==> src/hw/rtl/pls_pkg.sv <==
// Package for the positional list store: field widths, operation codes,
// reset values and the control bundle broadcast to every storage cell.
// No dependencies.
package pls_pkg;

    localparam int FUNC_W    = 2;
    localparam int POS_W     = 7;
    localparam int DATA_W    = 64;
    localparam int CNT_W     = 7;
    localparam int DEPTH_DEF = 64;

    localparam logic [CNT_W-1:0] CAP_RESET = 7'd64;

    localparam logic [FUNC_W-1:0] FUNC_READ   = 2'd0;
    localparam logic [FUNC_W-1:0] FUNC_INSERT = 2'd1;
    localparam logic [FUNC_W-1:0] FUNC_REMOVE = 2'd2;

    // Broadcast to all cells in the cycle an item is accepted.
    typedef struct packed {
        logic              ins;
        logic              rem;
        logic [POS_W-1:0]  position;
        logic [DATA_W-1:0] value;
    } t_cell_ctl;

endpackage

==> src/hw/rtl/pls_cell.sv <==
// One storage cell of the list: holds a single entry and loads from its
// lower or upper neighbor when an insert or a remove moves the list.
// Depends on pls_pkg.
module pls_cell import pls_pkg::*; #(
    parameter int unsigned INDEX = 0
) (
    input  logic              i_clk,
    input  t_cell_ctl         i_ctl,
    input  logic [DATA_W-1:0] i_prev_data,
    input  logic [DATA_W-1:0] i_next_data,
    output logic [DATA_W-1:0] o_data,
    output logic [DATA_W-1:0] o_sel_data
);

    logic [DATA_W-1:0] r_data;
    logic [DATA_W-1:0] n_data;
    logic [31:0]       w_pos;
    logic              w_at_pos;
    logic              w_above;

    assign w_pos    = 32'(i_ctl.position);
    assign w_at_pos = (w_pos == INDEX);
    assign w_above  = (w_pos < INDEX);

    // Cells past the end of the list may take stale data; they are never read.
    always_comb begin
        n_data = r_data;
        if (i_ctl.ins && w_above) begin
            n_data = i_prev_data;
        end else if (i_ctl.ins && w_at_pos) begin
            n_data = i_ctl.value;
        end else if (i_ctl.rem && (w_at_pos || w_above)) begin
            n_data = i_next_data;
        end
    end

    always_ff @(posedge i_clk) begin
        r_data <= n_data;
    end

    assign o_data     = r_data;
    assign o_sel_data = w_at_pos ? r_data : '0;

endmodule

==> config.mk <==
export PLATFORM = sky130hd
export DESIGN_NAME = pls_cell
export DESIGN_NICKNAME = d
export VERILOG_FILES = /design/src/hw/rtl/pls_pkg.sv /design/src/hw/rtl/pls_cell.sv
export SDC_FILE = /design/constraint.sdc
export NUM_CORES = 1
export LEC_CHECK = 0
export BUFFER_PORTS_ARGS = -buffer_cell sky130_fd_sc_hd__buf_2
export CAP_MARGIN = 20
export CORE_AREA = 2 2 127 129
export CTS_BUF_LIST = sky130_fd_sc_hd__clkbuf_4 sky130_fd_sc_hd__clkbuf_8
export DETAILED_ROUTE_END_ITERATION = 8
export DIE_AREA = 0 0 129 131
export GPL_ROUTABILITY_DRIVEN = 1
export GPL_TIMING_DRIVEN = 0
export PLACE_DENSITY = 0.54
export SYNTH_ARGS = -nofsm -noshare
export SYNTH_HDL_FRONTEND = slang
export SYNTH_SLANG_ARGS = --single-unit
==> constraint.sdc <==
create_clock -name i_clk -period 8 [get_ports i_clk]
set_input_delay 1.6 -clock i_clk [delete_from_list [all_inputs] [get_ports i_clk]]
set_output_delay 1.6 -clock i_clk [all_outputs]
set_load 0.02 [all_outputs]
; Word-level counts from Yosys, hierarchy flattened
; Index checks and enable logic that the tools add are counted.
[totals]
out_inout_bits = 128
ff_bits = 64
word_cells = 12
in_bits = 202
[op_classes]
n_reduce_logical = 6
order_cmp = 1
mux = 4
[ops]
columns = op, count
row1 = $mux 64, 4
row2 = $logic_not 32->1, 1
row3 = $lt 7x1->1 const B, 1
row4 = $logic_and 1x1->1, 3
row5 = $reduce_bool 3->1, 1
row6 = $logic_or 1x1->1, 1

; Longest topological paths before layout
[logic_depth]
word_depth = 6
depth_mapped = 5
mapped_depth_nobuf = 3

; Least setup slack after synthesis
; OpenSTA, ideal clock, no wires.
[synth_timing]
path_kind = in2out
from = in i_ctl[65] in the netlist's numbering
to = out o_sel_data[10]
path_slack_ns = 3.438
path_stages = 5
n_path_buf = 2
required_ns = 6.400
arrival_time_ns = 2.962
cell_sequence = or4_4 -> nor4_1 -> clkbuf_2 -> clkbuf_2 -> and2_1
[synth_via]
elab_chain_len = 2
[synth_lines]
columns = element, line_no
row1 = from (decl), pls_cell.sv:8  ; input t_cell_ctl i_ctl,
row2 = $logic_not 32->1, pls_cell.sv:22  ; assign w_at_pos = (w_pos == INDEX);
row3 = $mux 64, pls_cell.sv:42  ; assign o_sel_data = w_at_pos ? r_data : '0;
row4 = to (decl), pls_cell.sv:12  ; output logic [DATA_W-1:0] o_sel_data
; Every way passes these cells.

; Worst setup path after layout
[layout_timing]
from = in i_ctl[65] in the netlist's numbering
to = out o_sel_data[48]
; The elaborated chain is that of the path after synthesis.

==> flow_summary_export.csv <==
group,metric,value,unit
timing,rsz0062_at_grt,"false",
outcome,status,"completed",
floorplanning,die_area,0.01690,sq mm
cts,cts_sinks,64,
run,cap_violations,0,
timing,period_share,0.6282,
place,port_buffers,265,
cts,numCtsBuffers,9,
cts,post-cts-setup-buffers,0,
detailed_routing,via_count,2687,
floorplanning,io_pins,330,
synth,syn_area,0.003490,sq mm
floorplanning,die_w,129,um
cts,clkTransAtPathRegs,0.08,ns
power_and_ir_drop,switching_share,0.2146,
timing,slew-limit-headroom,0.4081,
synth,yosysUniqueCellTypes,13,
hold_path,hp-start,"i_ctl[58]",
cts,clock-root-buffer,"clkbuf_8",
power_and_ir_drop,combPwrFrac,0.097,
hold_path,hold_class,"primary input to flop",
place,place_congestion,0.7431,
critical_path,max_stage_delay,0.52,ns
detailed_routing,wire_per_inst,13.68,um
power_and_ir_drop,clkPwrFrac,0.386,
detailed_routing,drt_wl_total,9.684,mm
cts,clock_tree.buffer_depth,2,
detailed_routing,post-route-drc-count,0,
synth,synth.net_count,413,
timing,setup_tns,0,ns
final_layout,area_growth,51.45,%
timing,hold_violations,0,
synth,synth_warnings,0,
final_layout,largest_reg_flops,64,
power_and_ir_drop,p_seq_frac,0.517,
power_and_ir_drop,p_int,564.3,uW
detailed_routing,drtPass1Iterations,4,
grt,grt_start_max_net_pins,65,
grt,antenna_found_initial,1,
critical_path,end_kind,"output port",
critical_path,cp_num_buf_inv,4,
floorplanning,start_util,0.2237,
critical_path,critPathTopFamily,"simple AND/OR/NAND/NOR gates",
timing,worstMarginPinSlew,0.8878,ns
floorplanning,die-height,131,um
critical_path,worstPathMaxFanout,10,
power_and_ir_drop,switchingPower,154.2,uW
final_layout,antenna_cells,0,
detailed_routing,drt_iter0_markers,98,
synth,synth.avg_cell_area,16.54,sq um
timing,final.min_clock_period,5.025,ns
place,place_ws,2.872,ns
critical_path,crit_path_top_delay_cell,"or4_4",
timing,slew_viol_final,0,
critical_path,required,6.40,ns
final_layout,fillers,1574,
grt,overflow,0,
grt,grt_usage,0.1070,
critical_path,startpoint,"i_ctl[65]",
synth,synthCells,211,
power_and_ir_drop,power_leakage,2.726,nW
grt,grt_pass1_wl,13.16,mm
cts,htreeDepth,3,
critical_path,worstSetupPathType,"primary input to output port",
power_and_ir_drop,powerDensity,136.0,mW/mm^2
cts,cts_resized,0,
timing,fmax,0.1990,GHz
synth,ys_ff_latch,64,
detailed_routing,via_per_inst,3.795,
timing,setup_viol,0,
cts,cts_tree,"built",
floorplanning,num_rows,46,
timing,setup_ws,2.975,ns
critical_path,crit_path_start_kind,"primary input",
final_layout,drive_gt1_frac,0.7317,
synth,ys_seq_area_frac,0.5507,
grt,grt_pass1_vias,2574,
cts,cts_hold_buf,0,
power_and_ir_drop,peakVddDrop,0.08008,mV
floorplanning,coreArea,0.01560,sq mm
final_layout,nets,689,
detailed_routing,ant_nets,0,
critical_path,critPathArrivalTime,3.43,ns
critical_path,path_cells,"buf_2, or4_4, nor4_1, clkbuf_2, clkbuf_2, and2_1, buf_2",
place,hpwl,7.715,mm
==> layout make-up <==
class                      instances  area [sq um]  share of cell area
tap                              216         270.3             0.05114
multi-input combinational        133          1410              0.2668
clock inverter                     6         60.06             0.01136
sequential                        64          1922              0.3636
buffer                            14         165.2             0.03125
timing repair buffer             265          1326              0.2509
clock buffer                      10         131.4             0.02486
==> layer usage <==
layer / vias up / global-route usage / wire length, um
li1: 1312 / - / -
met1: 1189 / 0.1177 / 3933
met2: 169 / 0.1858 / 4666
met3: 15 / 0.03176 / 850
met4: 2 / 0.05946 / 214
met5: - / 0 / 19
==> cells in the final DEF, fill, tap and decap left out, drive strengths merged <==
cell	n
mux2	64
clkinvlp	1
buf	272
o21a	1
or4	1
and2	64
edfxtp	64
clkbuf	17
nor4	1
nor2	1
bufinv	1
nand4bb	1
clkinv	4
==> final timing paths <==
| path | depth (start not counted) | to |
|---|---|---|
| worst min-delay path | 2 | o_data[58] |
| worst max-delay path | 7 | o_sel_data[48] |
==> per-stage QoR <==
stage          hold WS [ns]  cells  utilization  cell area (sq um)  power (mW)
6_report              1.540    708       0.3388               5285      0.7185
5_1_grt               1.516    708       0.3388               5285      0.7509
4_1_cts               1.513    708       0.3388               5285      0.7309
3_5_place_dp          1.904    692       0.3266               5094      0.4497
3_3_place_gp          1.901    692       0.3261               5086      0.4484
2_1_floorplan         1.817    211            -               3490      0.4097
==> kinds of logic (layout without fill, tap and decap cells) <==
family / count (synthesis) / after routing / share of synthesized area
AND/OR/NAND/NOR: 68 / 68 / 0.1287
flip-flops: 64 / 64 / 0.5507
multiplexers: 64 / 64 / 0.2711
AO/OA/AOI/OAI: 1 / 1 / 0.002152
buffers and inverters: 14 / 295 / 0.04733
==> power groups by stage <==
| stage | Clock [mW] | Sequential (mW) | Combinational [mW] |
|---|---|---|---|
| 2_1_floorplan | 0 | 0.381 | 0.0288 |
| 3_3_place_gp | 0 | 0.379 | 0.0695 |
| 3_5_place_dp | 0 | 0.379 | 0.0708 |
| 4_1_cts | 0.289 | 0.371 | 0.0710 |
| 5_1_grt | 0.304 | 0.371 | 0.0755 |
| 6_report | 0.277 | 0.371 | 0.0698 |
==> cells in the mapped netlist (all sizes together) <==
cell type | number | area [sq um]
edfxtp | 64 | 1922
nor4 | 1 | 6.260
mux2 | 64 | 945.9
clkbuf | 7 | 33.78
o21a | 1 | 7.510
and2 | 64 | 400.4
or4 | 1 | 11.26
nor2 | 1 | 3.750
nand4bb | 1 | 27.53
buf | 7 | 131.4
Power figures use the tool's default switching activity.
